$ cat config.mk
export PLATFORM = sky130hd
export DESIGN_NAME = temperature_fan_duty_controller_top_flat
export DESIGN_NICKNAME = d
export VERILOG_FILES = /design/src/rtl/core/tfdc_pkg.sv /design/src/rtl/core/tfdc_if.sv /design/src/rtl/core/tfdc_curve.sv /design/src/rtl/core/tfdc_ctrl.sv /design/src/rtl/core/temperature_fan_duty_controller_top.sv /design/src/flat_wrapper.sv
export VERILOG_INCLUDE_DIRS = /design/src /design/src/rtl/core
export SDC_FILE = /design/constraint.sdc
export NUM_CORES = 1
export LEC_CHECK = 0
export BUFFER_PORTS_ARGS = -buffer_cell sky130_fd_sc_hd__buf_4
export CORE_UTILIZATION = 40
export DETAILED_ROUTE_END_ITERATION = 16
export GPL_TIMING_DRIVEN = 0
export PLACE_DENSITY = 0.66
export SYNTH_ARGS = -nofsm -noshare
export SYNTH_HDL_FRONTEND = slang
export SYNTH_SLANG_ARGS = --single-unit
export TNS_END_PERCENT = 5
$ cat constraint.sdc
create_clock -name clock -period 16.3 [get_ports clock]
set_input_delay 0 -clock clock [delete_from_list [all_inputs] [get_ports clock]]
set_output_delay 0 -clock clock [all_outputs]
set_load 0.1 [all_outputs]
$ cat src/rtl/core/assert_macros.svh
// ----------------------------------------------------------------------------
// Assertion macros
// Shared concurrent assertion forms for the fan duty controller. With SYNTH
// defined the macros expand to nothing.
// ----------------------------------------------------------------------------
`ifndef ASSERT_MACROS_SVH
`define ASSERT_MACROS_SVH
`ifndef SYNTH
// Same-cycle implication: whenever ante holds, cons holds too.
`define TFDC_ASSERT_IMPLIES(label, clk, rst, ante, cons) \
   label: assert property (@(posedge clk) disable iff (rst) (ante) |-> (cons)) \
      else $error("%m: implication check failed");
// Next-cycle implication: whenever ante holds, cons holds in the next cycle.
`define TFDC_ASSERT_NEXT(label, clk, rst, ante, cons) \
   label: assert property (@(posedge clk) disable iff (rst) (ante) |=> (cons)) \
      else $error("%m: next-cycle check failed");
`else
`define TFDC_ASSERT_IMPLIES(label, clk, rst, ante, cons)
`define TFDC_ASSERT_NEXT(label, clk, rst, ante, cons)
`endif
`endif

$ cat src/rtl/core/tfdc_pkg.sv
// ----------------------------------------------------------------------------
// tfdc_pkg
// Widths, codes and transfer payload types of the fan duty controller.
// ----------------------------------------------------------------------------
package tfdc_pkg;

   localparam int CMD_W      = 2;
   localparam int TEMP_W     = 12;
   localparam int KEY_W      = 3;
   localparam int DUTY_W     = 8;
   localparam int MODE_W     = 3;
   localparam int DISP_W     = 3;
   localparam int LOW_W      = 10;
   localparam int HIGH_W     = 11;
   localparam int CSR_IDX_W  = 2;
   localparam int CSR_DATA_W = 10;

   localparam logic [DUTY_W-1:0] DUTY_MIN = 8'd70;
   localparam logic [DUTY_W-1:0] DUTY_MAX = 8'd255;

   typedef enum logic [CMD_W-1:0] {
      CMD_SAMPLE  = 2'd0,
      CMD_KEY     = 2'd1,
      CMD_TIMEOUT = 2'd2
   } cmd_type;

   typedef enum logic [KEY_W-1:0] {
      KEY_NONE = 3'd0,
      KEY_MENU = 3'd1,
      KEY_INC  = 3'd2,
      KEY_DEC  = 3'd3,
      KEY_AUTO = 3'd4
   } key_type;

   typedef enum logic [DISP_W-1:0] {
      DISP_NONE    = 3'd0,
      DISP_TEMP    = 3'd1,
      DISP_THRESH  = 3'd2,
      DISP_PERCENT = 3'd3,
      DISP_FAULT   = 3'd4
   } disp_type;

   typedef enum logic [CSR_IDX_W-1:0] {
      CSR_LOW_INIT  = 2'd0,
      CSR_HIGH_INIT = 2'd1,
      CSR_DUTY_INIT = 2'd2
   } csr_index_type;

   // Mode codes as they appear on the result channel.
   localparam logic [MODE_W-1:0] MODE_OPERATE    = 3'd0;
   localparam logic [MODE_W-1:0] MODE_LOW_SETUP  = 3'd1;
   localparam logic [MODE_W-1:0] MODE_HIGH_SETUP = 3'd2;
   localparam logic [MODE_W-1:0] MODE_DUTY_SETUP = 3'd3;
   localparam logic [MODE_W-1:0] MODE_FAULT      = 3'd4;

   typedef struct packed {
      logic [CMD_W-1:0]         cmd;
      logic signed [TEMP_W-1:0] temperature;
      logic                     sensor_present;
      logic [KEY_W-1:0]         key_code;
   } req_type;

   typedef struct packed {
      logic [DUTY_W-1:0]        duty;
      logic                     fan_enable;
      logic [MODE_W-1:0]        mode;
      logic                     auto_on;
      logic signed [TEMP_W-1:0] display_value;
      logic [DISP_W-1:0]        display_kind;
      logic                     store_low;
      logic                     store_high;
      logic [LOW_W-1:0]         low_threshold;
      logic [HIGH_W-1:0]        high_threshold;
   } rsp_type;

   typedef struct packed {
      logic                  valid;
      logic [CSR_IDX_W-1:0]  index;
      logic [CSR_DATA_W-1:0] data;
   } csr_wr_type;

endpackage

$ cat src/rtl/core/tfdc_if.sv
// ----------------------------------------------------------------------------
// tfdc channel interfaces
// Valid/ready channels for event input, result output and register writes.
// ----------------------------------------------------------------------------
interface tfdc_req_if;
   import tfdc_pkg::*;

   logic                     valid;
   logic                     ready;
   logic [CMD_W-1:0]         cmd;
   logic signed [TEMP_W-1:0] temperature;
   logic                     sensor_present;
   logic [KEY_W-1:0]         key_code;

   modport source (output valid, cmd, temperature, sensor_present, key_code, input ready);
   modport sink (input valid, cmd, temperature, sensor_present, key_code, output ready);
endinterface

interface tfdc_rsp_if;
   import tfdc_pkg::*;

   logic                     valid;
   logic                     ready;
   logic [DUTY_W-1:0]        duty;
   logic                     fan_enable;
   logic [MODE_W-1:0]        mode;
   logic                     auto_on;
   logic signed [TEMP_W-1:0] display_value;
   logic [DISP_W-1:0]        display_kind;
   logic                     store_low;
   logic                     store_high;
   logic [LOW_W-1:0]         low_threshold;
   logic [HIGH_W-1:0]        high_threshold;

   modport source (output valid, duty, fan_enable, mode, auto_on, display_value,
                   display_kind, store_low, store_high, low_threshold, high_threshold,
                   input ready);
   modport sink (input valid, duty, fan_enable, mode, auto_on, display_value,
                 display_kind, store_low, store_high, low_threshold, high_threshold,
                 output ready);
endinterface

interface tfdc_csr_if;
   import tfdc_pkg::*;

   logic                  valid;
   logic                  ready;
   logic [CSR_IDX_W-1:0]  index;
   logic [CSR_DATA_W-1:0] data;

   modport source (output valid, index, data, input ready);
   modport sink (input valid, index, data, output ready);
endinterface

$ cat src/rtl/core/tfdc_curve.sv
// ----------------------------------------------------------------------------
// tfdc_curve
// Automatic duty curve: splits the threshold span into equal steps and maps
// a temperature inside the span to level squared plus the minimum duty.
// ----------------------------------------------------------------------------
module tfdc_curve #(
   parameter int NUM_LEVELS = 11
) (
   input  logic signed [tfdc_pkg::TEMP_W-1:0] temp_i,
   input  logic [tfdc_pkg::LOW_W-1:0]         low_i,
   input  logic [tfdc_pkg::HIGH_W-1:0]        high_i,
   input  logic [tfdc_pkg::DUTY_W-1:0]        duty_i,
   output logic [tfdc_pkg::DUTY_W-1:0]        duty_o
);
   import tfdc_pkg::*;

   localparam int STEPS   = NUM_LEVELS - 1;
   // Exact floor division by STEPS for any span below 2**HIGH_W.
   localparam int SHIFT   = HIGH_W + $clog2(STEPS);
   localparam int RECIP   = ((2 ** SHIFT) + STEPS - 1) / STEPS;
   localparam int RECIP_W = SHIFT + 1;
   localparam int PROD_W  = HIGH_W + RECIP_W;
   localparam int POS_W   = $clog2(NUM_LEVELS);
   localparam int SCL_W   = HIGH_W + POS_W;
   localparam int CMP_W   = SCL_W + 2;
   localparam int CURVE_W = ((2 * POS_W > DUTY_W) ? 2 * POS_W : DUTY_W) + 1;

   logic [HIGH_W-1:0]       span;
   logic [PROD_W-1:0]       prod;
   logic [HIGH_W-1:0]       step;
   logic signed [CMP_W-1:0] temp_ext;
   logic signed [CMP_W-1:0] low_ext;
   logic signed [CMP_W-1:0] high_ext;
   logic [NUM_LEVELS-1:1]   hits;
   logic [POS_W-1:0]        pos;
   logic [CURVE_W-1:0]      level_duty;
   logic [DUTY_W-1:0]       level_sat;

   // The caller guarantees high_i above low_i, so the span is positive.
   assign span = high_i - HIGH_W'(low_i);
   assign prod = PROD_W'(span) * PROD_W'(RECIP);
   assign step = prod[SHIFT +: HIGH_W];

   assign temp_ext = CMP_W'(temp_i);
   assign low_ext  = $signed(CMP_W'(low_i));
   assign high_ext = $signed(CMP_W'(high_i));

   // One comparator lane per inner level boundary; the top level always hits.
   for (genvar k = 1; k < NUM_LEVELS - 1; k++) begin : g_lane
      logic [SCL_W-1:0]        scaled;
      logic signed [CMP_W-1:0] bound;

      assign scaled  = SCL_W'(step) * SCL_W'(k);
      assign bound   = $signed(CMP_W'(scaled)) + low_ext;
      assign hits[k] = temp_ext <= bound;
   end
   assign hits[NUM_LEVELS-1] = 1'b1;

   always_comb begin
      pos = POS_W'(NUM_LEVELS - 1);
      for (int k = NUM_LEVELS - 2; k >= 1; k--) begin
         if (hits[k]) begin
            pos = POS_W'(k);
         end
      end
   end

   assign level_duty = CURVE_W'(pos) * CURVE_W'(pos) + CURVE_W'(DUTY_MIN);
   assign level_sat  = (level_duty > CURVE_W'(DUTY_MAX)) ? DUTY_MAX : level_duty[DUTY_W-1:0];

   always_comb begin
      priority if (temp_ext > high_ext) begin
         duty_o = DUTY_MAX;
      end else if (temp_ext < low_ext) begin
         duty_o = DUTY_MIN;
      end else if (temp_ext == low_ext) begin
         duty_o = duty_i;
      end else begin
         duty_o = level_sat;
      end
   end

endmodule

$ cat src/rtl/core/tfdc_ctrl.sv
// ----------------------------------------------------------------------------
// tfdc_ctrl
// Menu mode machine, threshold and duty state, and the registered result of
// each processed event.
// ----------------------------------------------------------------------------
module tfdc_ctrl #(
   parameter int NUM_LEVELS = 11
) (
   input  logic                   clock,
   input  logic                   reset,
   input  logic                   step_en,
   input  tfdc_pkg::req_type      req_i,
   input  tfdc_pkg::csr_wr_type   csr_i,
   output tfdc_pkg::rsp_type      rsp_o
);
   import tfdc_pkg::*;

   typedef enum logic [MODE_W-1:0] {
      ST_OPERATE = MODE_OPERATE,
      ST_LOW     = MODE_LOW_SETUP,
      ST_HIGH    = MODE_HIGH_SETUP,
      ST_DUTY    = MODE_DUTY_SETUP,
      ST_FAULT   = MODE_FAULT
   } state_type;

   localparam logic [LOW_W-1:0]  LOW_RESET    = 10'd220;
   localparam logic [HIGH_W-1:0] HIGH_RESET   = 11'd280;
   localparam logic [DUTY_W-1:0] MANUAL_RESET = 8'd127;
   localparam logic [DUTY_W-1:0] DUTY_RESET   = 8'd80;
   localparam logic [HIGH_W-1:0] HIGH_GAP     = 11'd50;
   localparam logic [HIGH_W-1:0] THR_STEP     = 11'd10;
   localparam logic [HIGH_W-1:0] LIMIT_MAX    = 11'd1000;
   localparam logic [DUTY_W-1:0] DUTY_STEP    = 8'd5;

   // Percent = (54*d - 3800) / 100, done as one multiply by 54*5243 with the
   // offset 3800*5243 folded in, then a shift by 19 (exact below 10000).
   localparam int PCT_W      = 7;
   localparam int PCT_PROD_W = 27;
   localparam int PCT_SHIFT  = 19;
   localparam int PCT_RECIP  = 283122;
   localparam int PCT_BIAS   = 19923400;

   function automatic logic [PCT_W-1:0] duty_percent(input logic [DUTY_W-1:0] d);
      logic [PCT_PROD_W-1:0] scaled;
      scaled = PCT_PROD_W'(d) * PCT_PROD_W'(PCT_RECIP) - PCT_PROD_W'(PCT_BIAS);
      return (d > DUTY_MIN) ? scaled[PCT_SHIFT +: PCT_W] : '0;
   endfunction

   function automatic logic [HIGH_W-1:0] thr_adjust(input logic [HIGH_W-1:0] v,
                                                    input logic up);
      logic [HIGH_W-1:0] res;
      if (up) begin
         res = (v + THR_STEP >= LIMIT_MAX) ? LIMIT_MAX : v + THR_STEP;
      end else begin
         res = (v < THR_STEP) ? '0 : v - THR_STEP;
      end
      return res;
   endfunction

   state_type                state_ff, state_in;
   logic                     auto_ff, auto_in;
   logic [LOW_W-1:0]         low_ff, low_in;
   logic [HIGH_W-1:0]        high_ff, high_in;
   logic signed [TEMP_W-1:0] cur_temp_ff, cur_temp_in;
   logic signed [TEMP_W-1:0] prev_temp_ff, prev_temp_in;
   logic [DUTY_W-1:0]        manual_ff, manual_in;
   logic [DUTY_W-1:0]        duty_ff, duty_in;
   logic                     fan_ff, fan_in;
   rsp_type                  rsp_ff, rsp_in;

   logic                     is_key;
   logic                     adj;
   logic                     key_up;
   logic signed [TEMP_W-1:0] ctl_temp;
   logic                     high_wrap;
   logic [HIGH_W-1:0]        high_fix;
   logic signed [TEMP_W-1:0] low_s;
   logic signed [TEMP_W-1:0] high_s;
   logic [DUTY_W-1:0]        curve_duty;
   logic [DUTY_W-1:0]        ctl_pick;
   logic                     ctl_fan;
   logic [DUTY_W:0]          duty_sum;
   logic [DUTY_W-1:0]        duty_up;
   logic [DUTY_W-1:0]        duty_down;
   logic                     run_ctl;
   logic                     st_low;
   logic                     st_high;
   logic [DISP_W-1:0]        disp_kind;
   logic signed [TEMP_W-1:0] disp_val;

   assign is_key = req_i.cmd == CMD_KEY;
   assign adj    = is_key && (req_i.key_code == KEY_INC || req_i.key_code == KEY_DEC);
   assign key_up = req_i.key_code == KEY_INC;

   // Temperature that the fan control step sees: a valid sample taken in
   // operate or fault mode replaces the stored one first.
   always_comb begin
      ctl_temp = cur_temp_ff;
      if (req_i.cmd == CMD_SAMPLE && req_i.sensor_present &&
          (state_ff == ST_OPERATE || state_ff == ST_FAULT)) begin
         ctl_temp = req_i.temperature;
      end
   end

   assign high_wrap = high_ff <= HIGH_W'(low_ff);
   assign high_fix  = high_wrap ? HIGH_W'(low_ff) + HIGH_GAP : high_ff;
   assign low_s     = $signed(TEMP_W'(low_ff));
   assign high_s    = $signed(TEMP_W'(high_fix));

   tfdc_curve #(
      .NUM_LEVELS (NUM_LEVELS)
   ) u_curve (
      .temp_i (ctl_temp),
      .low_i  (low_ff),
      .high_i (high_fix),
      .duty_i (duty_ff),
      .duty_o (curve_duty)
   );

   always_comb begin
      priority if (ctl_temp == prev_temp_ff) begin
         ctl_pick = duty_ff;
      end else if (auto_ff) begin
         ctl_pick = curve_duty;
      end else if (ctl_temp < low_s) begin
         ctl_pick = DUTY_MIN;
      end else if (ctl_temp > high_s) begin
         ctl_pick = DUTY_MAX;
      end else begin
         ctl_pick = manual_ff;
      end
   end
   assign ctl_fan = ctl_pick > DUTY_MIN;

   assign duty_sum  = (DUTY_W+1)'(manual_ff) + (DUTY_W+1)'(DUTY_STEP);
   assign duty_up   = (duty_sum >= (DUTY_W+1)'(DUTY_MAX)) ? DUTY_MAX : duty_sum[DUTY_W-1:0];
   assign duty_down = (manual_ff <= DUTY_MIN + DUTY_STEP) ? DUTY_MIN : manual_ff - DUTY_STEP;

   always_comb begin
      state_in     = state_ff;
      auto_in      = auto_ff;
      low_in       = low_ff;
      high_in      = high_ff;
      cur_temp_in  = cur_temp_ff;
      prev_temp_in = prev_temp_ff;
      manual_in    = manual_ff;
      duty_in      = duty_ff;
      fan_in       = fan_ff;
      run_ctl      = 1'b0;
      st_low       = 1'b0;
      st_high      = 1'b0;
      disp_kind    = DISP_NONE;
      disp_val     = '0;

      unique case (state_ff)
         ST_OPERATE: begin
            if (req_i.cmd == CMD_SAMPLE && !req_i.sensor_present) begin
               state_in  = ST_FAULT;
               duty_in   = '0;
               fan_in    = 1'b0;
               disp_kind = DISP_FAULT;
            end else begin
               if (req_i.cmd == CMD_SAMPLE) begin
                  cur_temp_in = req_i.temperature;
                  disp_kind   = DISP_TEMP;
                  disp_val    = req_i.temperature;
               end
               run_ctl = 1'b1;
               if (is_key) begin
                  unique case (req_i.key_code)
                     KEY_MENU: begin
                        state_in  = ST_LOW;
                        disp_kind = DISP_THRESH;
                        disp_val  = $signed(TEMP_W'(low_ff));
                     end
                     KEY_AUTO: begin
                        auto_in = !auto_ff;
                     end
                     KEY_INC, KEY_DEC: begin
                        if (!auto_ff) begin
                           state_in  = ST_DUTY;
                           disp_kind = DISP_PERCENT;
                           disp_val  = $signed(TEMP_W'(duty_percent(manual_ff)));
                        end
                     end
                     default: ;
                  endcase
               end
            end
         end
         ST_LOW: begin
            if (req_i.cmd == CMD_TIMEOUT) begin
               st_low   = 1'b1;
               state_in = ST_OPERATE;
               run_ctl  = 1'b1;
            end else if (is_key && req_i.key_code == KEY_MENU) begin
               st_low    = 1'b1;
               state_in  = ST_HIGH;
               disp_kind = DISP_THRESH;
               disp_val  = $signed(TEMP_W'(high_ff));
            end else if (is_key) begin
               if (adj) begin
                  low_in = LOW_W'(thr_adjust(HIGH_W'(low_ff), key_up));
               end
               disp_kind = DISP_THRESH;
               disp_val  = $signed(TEMP_W'(low_in));
            end
         end
         ST_HIGH: begin
            if (req_i.cmd == CMD_TIMEOUT || (is_key && req_i.key_code == KEY_MENU)) begin
               st_high  = 1'b1;
               state_in = ST_OPERATE;
               run_ctl  = 1'b1;
            end else if (is_key) begin
               if (adj) begin
                  high_in = thr_adjust(high_ff, key_up);
               end
               disp_kind = DISP_THRESH;
               disp_val  = $signed(TEMP_W'(high_in));
            end
         end
         ST_DUTY: begin
            if (req_i.cmd == CMD_TIMEOUT) begin
               state_in = ST_OPERATE;
               run_ctl  = 1'b1;
            end else if (is_key) begin
               if (req_i.key_code == KEY_INC) begin
                  manual_in = duty_up;
                  duty_in   = duty_up;
               end else if (req_i.key_code == KEY_DEC) begin
                  manual_in = duty_down;
                  duty_in   = duty_down;
               end
               disp_kind = DISP_PERCENT;
               disp_val  = $signed(TEMP_W'(duty_percent(manual_in)));
            end
         end
         ST_FAULT: begin
            if (req_i.cmd == CMD_SAMPLE && req_i.sensor_present) begin
               cur_temp_in = req_i.temperature;
               disp_kind   = DISP_TEMP;
               disp_val    = req_i.temperature;
               state_in    = ST_OPERATE;
               run_ctl     = 1'b1;
            end
         end
         default: begin
            state_in = ST_FAULT;
         end
      endcase

      // Fan control step: repair an inverted threshold pair, follow a changed
      // temperature, and switch the fan off at or below the minimum duty.
      if (run_ctl) begin
         high_in      = high_fix;
         st_high      = st_high | high_wrap;
         prev_temp_in = ctl_temp;
         fan_in       = ctl_fan;
         duty_in      = ctl_fan ? ctl_pick : '0;
      end

      rsp_in.duty           = fan_in ? duty_in : '0;
      rsp_in.fan_enable     = fan_in;
      rsp_in.mode           = state_in;
      rsp_in.auto_on        = auto_in;
      rsp_in.display_value  = disp_val;
      rsp_in.display_kind   = disp_kind;
      rsp_in.store_low      = st_low;
      rsp_in.store_high     = st_high;
      rsp_in.low_threshold  = low_in;
      rsp_in.high_threshold = high_in;
   end

   always_ff @(posedge clock) begin
      if (reset) begin
         state_ff     <= ST_OPERATE;
         auto_ff      <= 1'b1;
         low_ff       <= LOW_RESET;
         high_ff      <= HIGH_RESET;
         cur_temp_ff  <= '0;
         prev_temp_ff <= '0;
         manual_ff    <= MANUAL_RESET;
         duty_ff      <= DUTY_RESET;
         fan_ff       <= 1'b1;
      end else if (step_en) begin
         state_ff     <= state_in;
         auto_ff      <= auto_in;
         low_ff       <= low_in;
         high_ff      <= high_in;
         cur_temp_ff  <= cur_temp_in;
         prev_temp_ff <= prev_temp_in;
         manual_ff    <= manual_in;
         duty_ff      <= duty_in;
         fan_ff       <= fan_in;
      end else if (csr_i.valid) begin
         unique case (csr_i.index)
            CSR_LOW_INIT:  low_ff    <= csr_i.data[LOW_W-1:0];
            CSR_HIGH_INIT: high_ff   <= HIGH_W'(csr_i.data);
            CSR_DUTY_INIT: manual_ff <= csr_i.data[DUTY_W-1:0];
            default: ;
         endcase
      end
      if (step_en) begin
         rsp_ff <= rsp_in;
      end
   end

   assign rsp_o = rsp_ff;

endmodule

$ cat src/rtl/core/temperature_fan_duty_controller_top.sv
// ----------------------------------------------------------------------------
// temperature_fan_duty_controller_top
// Fan duty controller with a small threshold and duty menu.
//
// Events (temperature samples, key presses, menu timeouts) arrive on req_ch;
// each accepted transfer produces exactly one result transfer on rsp_ch with
// the fan drive, the mode, the display request and the threshold values.
// The block processes one event per clock while rsp_ch does not stall. An
// event is held in the input register, then the mode logic and the duty
// curve update the state and load the result register, from which the
// result is offered on rsp_ch. If rsp_ch stalls, the result register holds
// and the input register still takes one more event; req_ch.ready drops
// only when both are full. csr_ch writes the threshold and manual duty
// registers and is always ready; write it only while idle.
// Synchronous reset returns operate mode, automatic curve, thresholds
// 22.0 and 28.0 degrees, manual duty 127, duty 80 with the fan driven.
// ----------------------------------------------------------------------------
`include "assert_macros.svh"

module temperature_fan_duty_controller_top #(
   parameter int NUM_LEVELS = 11
) (
   input logic        clock,
   input logic        reset,
   tfdc_req_if.sink   req_ch,
   tfdc_rsp_if.source rsp_ch,
   tfdc_csr_if.sink   csr_ch
);
   import tfdc_pkg::*;

   logic       in_valid_ff, in_valid_in;
   logic       out_valid_ff, out_valid_in;
   req_type    req_ff;
   logic       advance;
   logic       step_en;
   logic       req_fire;
   csr_wr_type csr_wr;
   rsp_type    rsp;

   // The result register can take a new result when it is empty or being
   // drained this cycle; the event in the input register is processed then.
   assign advance  = !out_valid_ff || rsp_ch.ready;
   assign step_en  = in_valid_ff && advance;
   assign req_fire = req_ch.valid && req_ch.ready;

   // The input register accepts whenever it is empty or moving on.
   assign req_ch.ready = !in_valid_ff || advance;

   always_comb begin
      in_valid_in = in_valid_ff;
      if (req_fire) begin
         in_valid_in = 1'b1;
      end else if (step_en) begin
         in_valid_in = 1'b0;
      end

      out_valid_in = out_valid_ff;
      if (step_en) begin
         out_valid_in = 1'b1;
      end else if (rsp_ch.ready) begin
         out_valid_in = 1'b0;
      end
   end

   always_ff @(posedge clock) begin
      if (reset) begin
         in_valid_ff  <= 1'b0;
         out_valid_ff <= 1'b0;
      end else begin
         in_valid_ff  <= in_valid_in;
         out_valid_ff <= out_valid_in;
      end
      if (req_fire) begin
         req_ff.cmd            <= req_ch.cmd;
         req_ff.temperature    <= req_ch.temperature;
         req_ff.sensor_present <= req_ch.sensor_present;
         req_ff.key_code       <= req_ch.key_code;
      end
   end

   // Register writes are accepted in every cycle; a write in a cycle that processes an event is lost.
   assign csr_ch.ready = 1'b1;
   assign csr_wr.valid = csr_ch.valid;
   assign csr_wr.index = csr_ch.index;
   assign csr_wr.data  = csr_ch.data;

   tfdc_ctrl #(
      .NUM_LEVELS (NUM_LEVELS)
   ) u_ctrl (
      .clock   (clock),
      .reset   (reset),
      .step_en (step_en),
      .req_i   (req_ff),
      .csr_i   (csr_wr),
      .rsp_o   (rsp)
   );

   assign rsp_ch.valid          = out_valid_ff;
   assign rsp_ch.duty           = rsp.duty;
   assign rsp_ch.fan_enable     = rsp.fan_enable;
   assign rsp_ch.mode           = rsp.mode;
   assign rsp_ch.auto_on        = rsp.auto_on;
   assign rsp_ch.display_value  = rsp.display_value;
   assign rsp_ch.display_kind   = rsp.display_kind;
   assign rsp_ch.store_low      = rsp.store_low;
   assign rsp_ch.store_high     = rsp.store_high;
   assign rsp_ch.low_threshold  = rsp.low_threshold;
   assign rsp_ch.high_threshold = rsp.high_threshold;

   // A processed event always shows up as a pending result.
   `TFDC_ASSERT_NEXT(a_step_loads_result, clock, reset, step_en, out_valid_ff)
   // Input back-pressure only arises with both stages full and a stalled sink.
   `TFDC_ASSERT_IMPLIES(a_stall_only_when_full, clock, reset, !req_ch.ready, in_valid_ff && out_valid_ff && !rsp_ch.ready)
   // A drained result with nothing behind it leaves the output empty.
   `TFDC_ASSERT_NEXT(a_result_drains, clock, reset, out_valid_ff && rsp_ch.ready && !step_en, !out_valid_ff)
   // Fault mode never drives the fan.
   `TFDC_ASSERT_IMPLIES(a_fault_fan_off, clock, reset, out_valid_ff && rsp_ch.mode == MODE_FAULT, !rsp_ch.fan_enable)
   // Duty setup is reachable only in manual mode and cannot leave it.
   `TFDC_ASSERT_IMPLIES(a_duty_setup_manual, clock, reset, out_valid_ff && rsp_ch.mode == MODE_DUTY_SETUP, !rsp_ch.auto_on)

endmodule
$ cat src/flat_wrapper.sv
// flat-port wrapper written by rule: the top's interface ports become plain ports
module temperature_fan_duty_controller_top_flat import tfdc_pkg::*;
#(
   parameter int NUM_LEVELS = 11
)
  (clock, reset, req_ch_valid, req_ch_cmd, req_ch_temperature, req_ch_sensor_present, req_ch_key_code, req_ch_ready, rsp_ch_valid, rsp_ch_duty, rsp_ch_fan_enable, rsp_ch_mode, rsp_ch_auto_on, rsp_ch_display_value, rsp_ch_display_kind, rsp_ch_store_low, rsp_ch_store_high, rsp_ch_low_threshold, rsp_ch_high_threshold, rsp_ch_ready, csr_ch_valid, csr_ch_index, csr_ch_data, csr_ch_ready);
  tfdc_req_if req_ch_i ();
  tfdc_rsp_if rsp_ch_i ();
  tfdc_csr_if csr_ch_i ();
  input logic clock;
  input logic reset;
  input wire logic [$bits(req_ch_i.valid)-1:0] req_ch_valid;
  input wire logic [$bits(req_ch_i.cmd)-1:0] req_ch_cmd;
  input wire logic [$bits(req_ch_i.temperature)-1:0] req_ch_temperature;
  input wire logic [$bits(req_ch_i.sensor_present)-1:0] req_ch_sensor_present;
  input wire logic [$bits(req_ch_i.key_code)-1:0] req_ch_key_code;
  output wire logic [$bits(req_ch_i.ready)-1:0] req_ch_ready;
  output wire logic [$bits(rsp_ch_i.valid)-1:0] rsp_ch_valid;
  output wire logic [$bits(rsp_ch_i.duty)-1:0] rsp_ch_duty;
  output wire logic [$bits(rsp_ch_i.fan_enable)-1:0] rsp_ch_fan_enable;
  output wire logic [$bits(rsp_ch_i.mode)-1:0] rsp_ch_mode;
  output wire logic [$bits(rsp_ch_i.auto_on)-1:0] rsp_ch_auto_on;
  output wire logic [$bits(rsp_ch_i.display_value)-1:0] rsp_ch_display_value;
  output wire logic [$bits(rsp_ch_i.display_kind)-1:0] rsp_ch_display_kind;
  output wire logic [$bits(rsp_ch_i.store_low)-1:0] rsp_ch_store_low;
  output wire logic [$bits(rsp_ch_i.store_high)-1:0] rsp_ch_store_high;
  output wire logic [$bits(rsp_ch_i.low_threshold)-1:0] rsp_ch_low_threshold;
  output wire logic [$bits(rsp_ch_i.high_threshold)-1:0] rsp_ch_high_threshold;
  input wire logic [$bits(rsp_ch_i.ready)-1:0] rsp_ch_ready;
  input wire logic [$bits(csr_ch_i.valid)-1:0] csr_ch_valid;
  input wire logic [$bits(csr_ch_i.index)-1:0] csr_ch_index;
  input wire logic [$bits(csr_ch_i.data)-1:0] csr_ch_data;
  output wire logic [$bits(csr_ch_i.ready)-1:0] csr_ch_ready;
  assign req_ch_i.valid = req_ch_valid;
  assign req_ch_i.cmd = req_ch_cmd;
  assign req_ch_i.temperature = req_ch_temperature;
  assign req_ch_i.sensor_present = req_ch_sensor_present;
  assign req_ch_i.key_code = req_ch_key_code;
  assign req_ch_ready = req_ch_i.ready;
  assign rsp_ch_valid = rsp_ch_i.valid;
  assign rsp_ch_duty = rsp_ch_i.duty;
  assign rsp_ch_fan_enable = rsp_ch_i.fan_enable;
  assign rsp_ch_mode = rsp_ch_i.mode;
  assign rsp_ch_auto_on = rsp_ch_i.auto_on;
  assign rsp_ch_display_value = rsp_ch_i.display_value;
  assign rsp_ch_display_kind = rsp_ch_i.display_kind;
  assign rsp_ch_store_low = rsp_ch_i.store_low;
  assign rsp_ch_store_high = rsp_ch_i.store_high;
  assign rsp_ch_low_threshold = rsp_ch_i.low_threshold;
  assign rsp_ch_high_threshold = rsp_ch_i.high_threshold;
  assign rsp_ch_i.ready = rsp_ch_ready;
  assign csr_ch_i.valid = csr_ch_valid;
  assign csr_ch_i.index = csr_ch_index;
  assign csr_ch_i.data = csr_ch_data;
  assign csr_ch_ready = csr_ch_i.ready;
  temperature_fan_duty_controller_top #(.NUM_LEVELS(NUM_LEVELS)) u_core (.clock(clock), .reset(reset), .req_ch(req_ch_i), .rsp_ch(rsp_ch_i), .csr_ch(csr_ch_i));
endmodule
==> run_results.csv, run 1 <==
group,metric,value,unit
clocking,clkTransAtPathRegs,0.07,ns
worst_setup_path,setup.worst_path.start_class,"flip-flop",
synth,yosysWarningCount,0,
place,port_buffers,86,
min_path,min_path_type,"in -> reg",
synth,async_reset_ff_share,0,%
drt,vias,21800,
flow_run,maxCapViolations,1,
clocking,clockRootBuffer,"clkbuf_16",
drt,drt_iter0_markers,2393,
synth,synth-xor-area-share,6.68,%
grt,grt_use_total,26.1,%
cells_and_area,fin_util,46.7,%
die,pin_count,89,
synth,yosys.cell_types.count,87,
grt,grt.overflow.total,0,
clocking,cts_buffers,17,
synth,syn-cell-area,0.0228,sq mm
sta,setup_violations,0,
status,status,"finished, violations left",
clocking,clkLatencyLatePin,0.45,ns
synth,synth.area.mux_share,1.49,%
cells_and_area,fin_nets,3526,
clocking,clockBufferDepth,2,
synth,yosys.area_share.simple,14.7,%
die,core,0.0564,sq mm
die,die_area,0.0580,sq mm
place,routabilityCongestion,1.03,
sta,post-route-period-util,95.0,%
synth,synth_compound_area_share,22.2,%
cells_and_area,layout-drive-gt1-share,10.1,%
drt,dr.pass1.iters,9,
worst_setup_path,crit_path_top_delay_cell,"fa_1",
cells_and_area,layout_common_cells,"ha_1, inv_1, nand2_1",
synth,seq_area_frac_synth,15.0,%
sta,fin_setup_tns,0,ns
sta,clock_skew,0.0153,ns
sta,worst_pin_slew,1.49,ns
synth,synthAdderAreaFrac,33.3,%
synth,synth-edff-count,69,
synth,syn_inst,2755,
synth,syn_avg_cell_area,8.28,sq um
drt,finalWirelength,75900,um
place,place_hpwl,58500,um
die,die_width,241,um
grt,grt_max_degree,61,
worst_setup_path,worstSetupEndpointType,"flip-flop",
synth,synth_flop_cell,"edfxtp_1",
synth,synth_top_family_by_area,"adder cells",
die,dieHeight,241,um
worst_setup_path,cp_data_arrival_time,15.68,ns
clocking,cts_tree,"built",
grt,antenna_found_initial,1,
drt,drc,0,
worst_setup_path,path_max_fanout,12,
clocking,htree_levels,4,
grt,grt_pass1_vias,20500,
drt,drt.antenna.violating_nets,0,
sta,clock.fmax,64.6,MHz
cells_and_area,final_common_cell,"ha_1",
die,rows,87,
worst_setup_path,criticalPathCategory,"reg -> reg",
die,initial_core_util,40.5,%
synth,ys_seq_elements,137,
sta,maxSlewHeadroom,-0.225,%
sta,post-route-min-period,15.49,ns
grt,grt_pass1_wl,117000,um
sta,maxSlewViolCount,1,
cells_and_area,area_growth,15.5,%
status,violations,"max-capacitance violations, max-slew violations",
synth,synthesis.nets,3336,
worst_setup_path,cp_data_required_time,16.49,ns
drt,post_drt_wl_per_cell,20.4,um
clocking,cts.sinks,137,
sta,hold_viol,0,
worst_setup_path,cpPeakStageDelay,0.58,ns
drt,vias_per_cell,5.86,
cells in the mapped netlist (all sizes together) (58+ instances only):
| library cell | instances | area, sq um |
|---|---|---|
| a21o | 59 | 443 |
| a21oi | 204 | 1040 |
| clkbuf | 71 | 267 |
| dfxtp | 68 | 1360 |
| edfxtp | 69 | 2070 |
| fa | 102 | 2040 |
| ha | 444 | 5560 |
| inv | 304 | 1140 |
| nand2 | 191 | 717 |
| nand3 | 58 | 290 |
| nor2 | 176 | 663 |
| nor3 | 65 | 325 |
| o21ai | 179 | 900 |
| xnor2 | 109 | 955 |
| xor2 | 65 | 569 |
final cells by class:
| type | instances | area (sq um) |
|---|---|---|
| fillers | 5565 | 30000 |
| clock inverters | 14 | 145 |
| diodes | 2 | 5.00 |
| flip-flops and latches | 137 | 3470 |
| well taps | 756 | 946 |
| clock buffers | 18 | 450 |
| plain buffers | 85 | 377 |
| repair buffers | 173 | 1410 |
| inverters | 307 | 1190 |
| multi-input cells | 2224 | 18400 |
repair_timing:
action	CTS	global route
pin swaps	9	17
hold endpoints to repair	42	0
gates resized for setup	92	41
hold buffers	32	0
setup endpoints to repair	18	17
setup buffers	24	24
state kept, by name (all words and copies together) (netlist names), 3 cells and up:
signal / count
u_core.u_ctrl.duty_ff: 8
u_core.u_ctrl.low_ff: 10
u_core.u_ctrl.prev_temp_ff: 12
u_core.u_ctrl.manual_ff: 8
u_core.u_ctrl.high_ff: 11
u_core.u_ctrl.cur_temp_ff: 12
u_core.u_ctrl.rsp_o: 51
u_core.req_ff: 18
u_core.u_ctrl.state_ff: 3
routing by layer:
layer,share of wire (%),track usage [%]
met3,8.2,3.65
met5,0,0
met1,44,36.3
met2,44,41.4
met4,3.4,8.42
critical path, delay by kind of cell, from the launching register on:
family | cells | cell delay, ns
buffers and inverters | 13 | 1.31
flip-flops | 1 | 0.52
AND/OR/NAND/NOR | 17 | 2.83
adder cells (fa/ha/maj) | 15 | 5.61
XOR/XNOR | 2 | 0.25
AO/OA/AOI/OAI | 23 | 4.69
final timing paths:
check                          startpoint  cells past startpoint  slack [ns]                           end
max               u_core.u_ctrl.low_ff[4]                     70        0.81       u_core.u_ctrl.rsp_o[45]
min                       csr_ch_index[1]                      4        0.07       u_core.u_ctrl.low_ff[0]
max reg2reg       u_core.u_ctrl.low_ff[4]                     70        0.81       u_core.u_ctrl.rsp_o[45]
min reg2reg  u_core.u_ctrl.cur_temp_ff[2]                      2        0.46  u_core.u_ctrl.cur_temp_ff[2]
stage by stage:
step / hold WS [ns] / std cells / area, sq um / worst slack [ns]
finish: 0.0734 / 3716 / 26300 / 0.813
global placement: 0.179 / 3597 / 24400 / -4.72
global route: 0.0639 / 3715 / 26300 / -0.0167
CTS: 0.163 / 3690 / 26000 / 0.0415
detailed placement: 0.179 / 3602 / 24500 / -4.21
floorplan: 0.0989 / 2755 / 22800 / 0.264
cells by family after synthesis:
logic type / count (synthesis)
compound gates: 778
xor+xnor: 174
fa+ha+maj: 546
buf+inv: 394
flops: 137
mux: 33
other cells: 1
simple gates: 692
Power of run 1 is left out: the tool's default activity adds up to more than one toggle a clock period on the data nets, which glitch-free logic cannot reach.
==> run 2: changes to the inputs <==
HOLD_SLACK_MARGIN = 0.12   (was default)
==> run_results.csv, run 2 (synthesis results as in run 1) <==
group,metric,value,unit
sta,finalWorstSetupSlack,0.803,ns
drt,drt.antenna.violating_nets,0,
sta,maxSlewViolCount,0,
worst_setup_path,crit_path_top_delay_cell,"fa_1",
grt,grt.overflow.total,0,
grt,grt_pass1_vias,20500,
sta,post-route-min-period,15.50,ns
status,status,"finished, violations left",
clocking,clkTransAtPathRegs,0.07,ns
clocking,clockBufferDepth,2,
worst_setup_path,setup.worst_path.start_class,"flip-flop",
worst_setup_path,crit_buf_inv,13,
clocking,clkLatencyLatePin,0.44,ns
worst_setup_path,path_max_fanout,12,
drt,finalWirelength,75900,um
cells_and_area,fin_nets,3528,
sta,hold_viol,0,
drt,drt_iter0_markers,2329,
place,routabilityCongestion,1.03,
die,core,0.0564,sq mm
clocking,cts_buffers,17,
drt,drc,0,
worst_setup_path,cp_data_required_time,16.49,ns
sta,setup_violations,0,
die,initial_core_util,40.5,%
sta,maxSlewHeadroom,1.55,%
worst_setup_path,cp_top_family,"adder cells",
sta,post-route-period-util,95.1,%
place,place_hpwl,58500,um
cells_and_area,final_common_cell,"ha_1",
drt,vias_per_cell,5.85,
grt,grt_pass1_wl,117000,um
clocking,htree_levels,4,
sta,fin_setup_tns,0,ns
drt,post_drt_wl_per_cell,20.4,um
place,port_buffers,86,
flow_run,maxCapViolations,1,
status,violations,"max-capacitance violations",
clocking,cts_tree,"built",
sta,clock.fmax,64.5,MHz
sta,worst_pin_slew,1.46,ns
drt,vias,21700,
clocking,cts.sinks,137,
die,pin_count,89,
worst_setup_path,worstSetupEndpointType,"flip-flop",
worst_setup_path,cpPeakStageDelay,0.58,ns
die,die_area,0.0580,sq mm
place,place_area,0.0245,sq mm
die,rows,87,
die,dieHeight,241,um
worst_setup_path,cp_data_arrival_time,15.68,ns
worst_setup_path,criticalPathCategory,"reg -> reg",
die,die_width,241,um
clocking,clockRootBuffer,"clkbuf_16",
drt,dr.pass1.iters,7,
cells_and_area,layout-drive-gt1-share,10.1,%
cells_and_area,layout_common_cells,"ha_1, inv_1, nand2_1",
grt,antenna_found_initial,1,
place,dpl_worst_slack,-4.21,ns
cells_and_area,fill_cells,5563,
cells_and_area,fin_area,0.0264,sq mm
grt,grt_use_total,26.1,%
sta,clock_skew,0.0151,ns
cells_and_area,area_growth,15.5,%
grt,grt_max_degree,61,
cells_and_area,largest_reg_flops,51,
min_path,min_path_type,"in -> reg",
sta,holdWs,0.184,ns
==> run 2: per-layer routing <==
| metal | track usage, % | vias to the layer above | share of wire [%] |
|---|---|---|---|
| met5 | 0 | - | 0 |
| met4 | 8.42 | 0 | 3.5 |
| met3 | 3.65 | 184 | 8.4 |
| met2 | 41.4 | 963 | 44 |
| met1 | 36.3 | 10300 | 44 |
| li1 | - | 10300 | - |
==> run 2: area by class of cell <==
| cell class | count | area, sq um | share of cell area [%] |
|---|---|---|---|
| diodes | 1 | 2.50 | 0.00949 |
| plain buffers | 85 | 377 | 1.43 |
| clock buffers | 18 | 450 | 1.71 |
| clock inverters | 14 | 145 | 0.551 |
| inverters | 307 | 1190 | 4.53 |
| multi-input cells | 2224 | 18400 | 69.6 |
| flip-flops and latches | 137 | 3470 | 13.2 |
| well taps | 756 | 946 | 3.59 |
| repair buffers | 175 | 1430 | 5.42 |
==> run 2: worst min-delay path: cells and delay by family <==
| kind | cells | cell delay, ns |
|---|---|---|
| multiplexers | 1 | 0.09 |
| AND/OR/NAND/NOR | 3 | 0.30 |
| AO/OA/AOI/OAI | 1 | 0.07 |
| buffers and inverters | 1 | 0.11 |
==> run 2: what timing repair did <==
action                     4_1_cts  5_1_grt
hold buffers                    32        2
resized for setup               92       41
setup endpoints to repair       18       17
pin swaps                        9       17
setup buffers                   24       24
hold endpoints to repair        49        1
gates cloned                     0        0
==> run 2: metrics by stage <==
stage | util (%) | cells
5_1_grt | 46.7 | 3717
3_5_place_dp | 43.5 | 3602
6_report | 46.7 | 3717
2_1_floorplan | - | 2755
3_3_place_gp | 43.3 | 3597
4_1_cts | 46.1 | 3690
==> run 2: final timing paths <==
path | startpoint | depth (start not counted) | slack (ns) | end
hold / removal | csr_ch_valid | 6 | 0.18 | u_core.u_ctrl.high_ff[8]
setup / recovery | u_core.u_ctrl.low_ff[4] | 70 | 0.80 | u_core.u_ctrl.rsp_o[45]
setup reg to reg | u_core.u_ctrl.low_ff[4] | 70 | 0.80 | u_core.u_ctrl.rsp_o[45]
hold reg to reg | u_core.u_ctrl.cur_temp_ff[2] | 2 | 0.46 | u_core.u_ctrl.cur_temp_ff[2]
Power of run 2 is left out for the same reason.
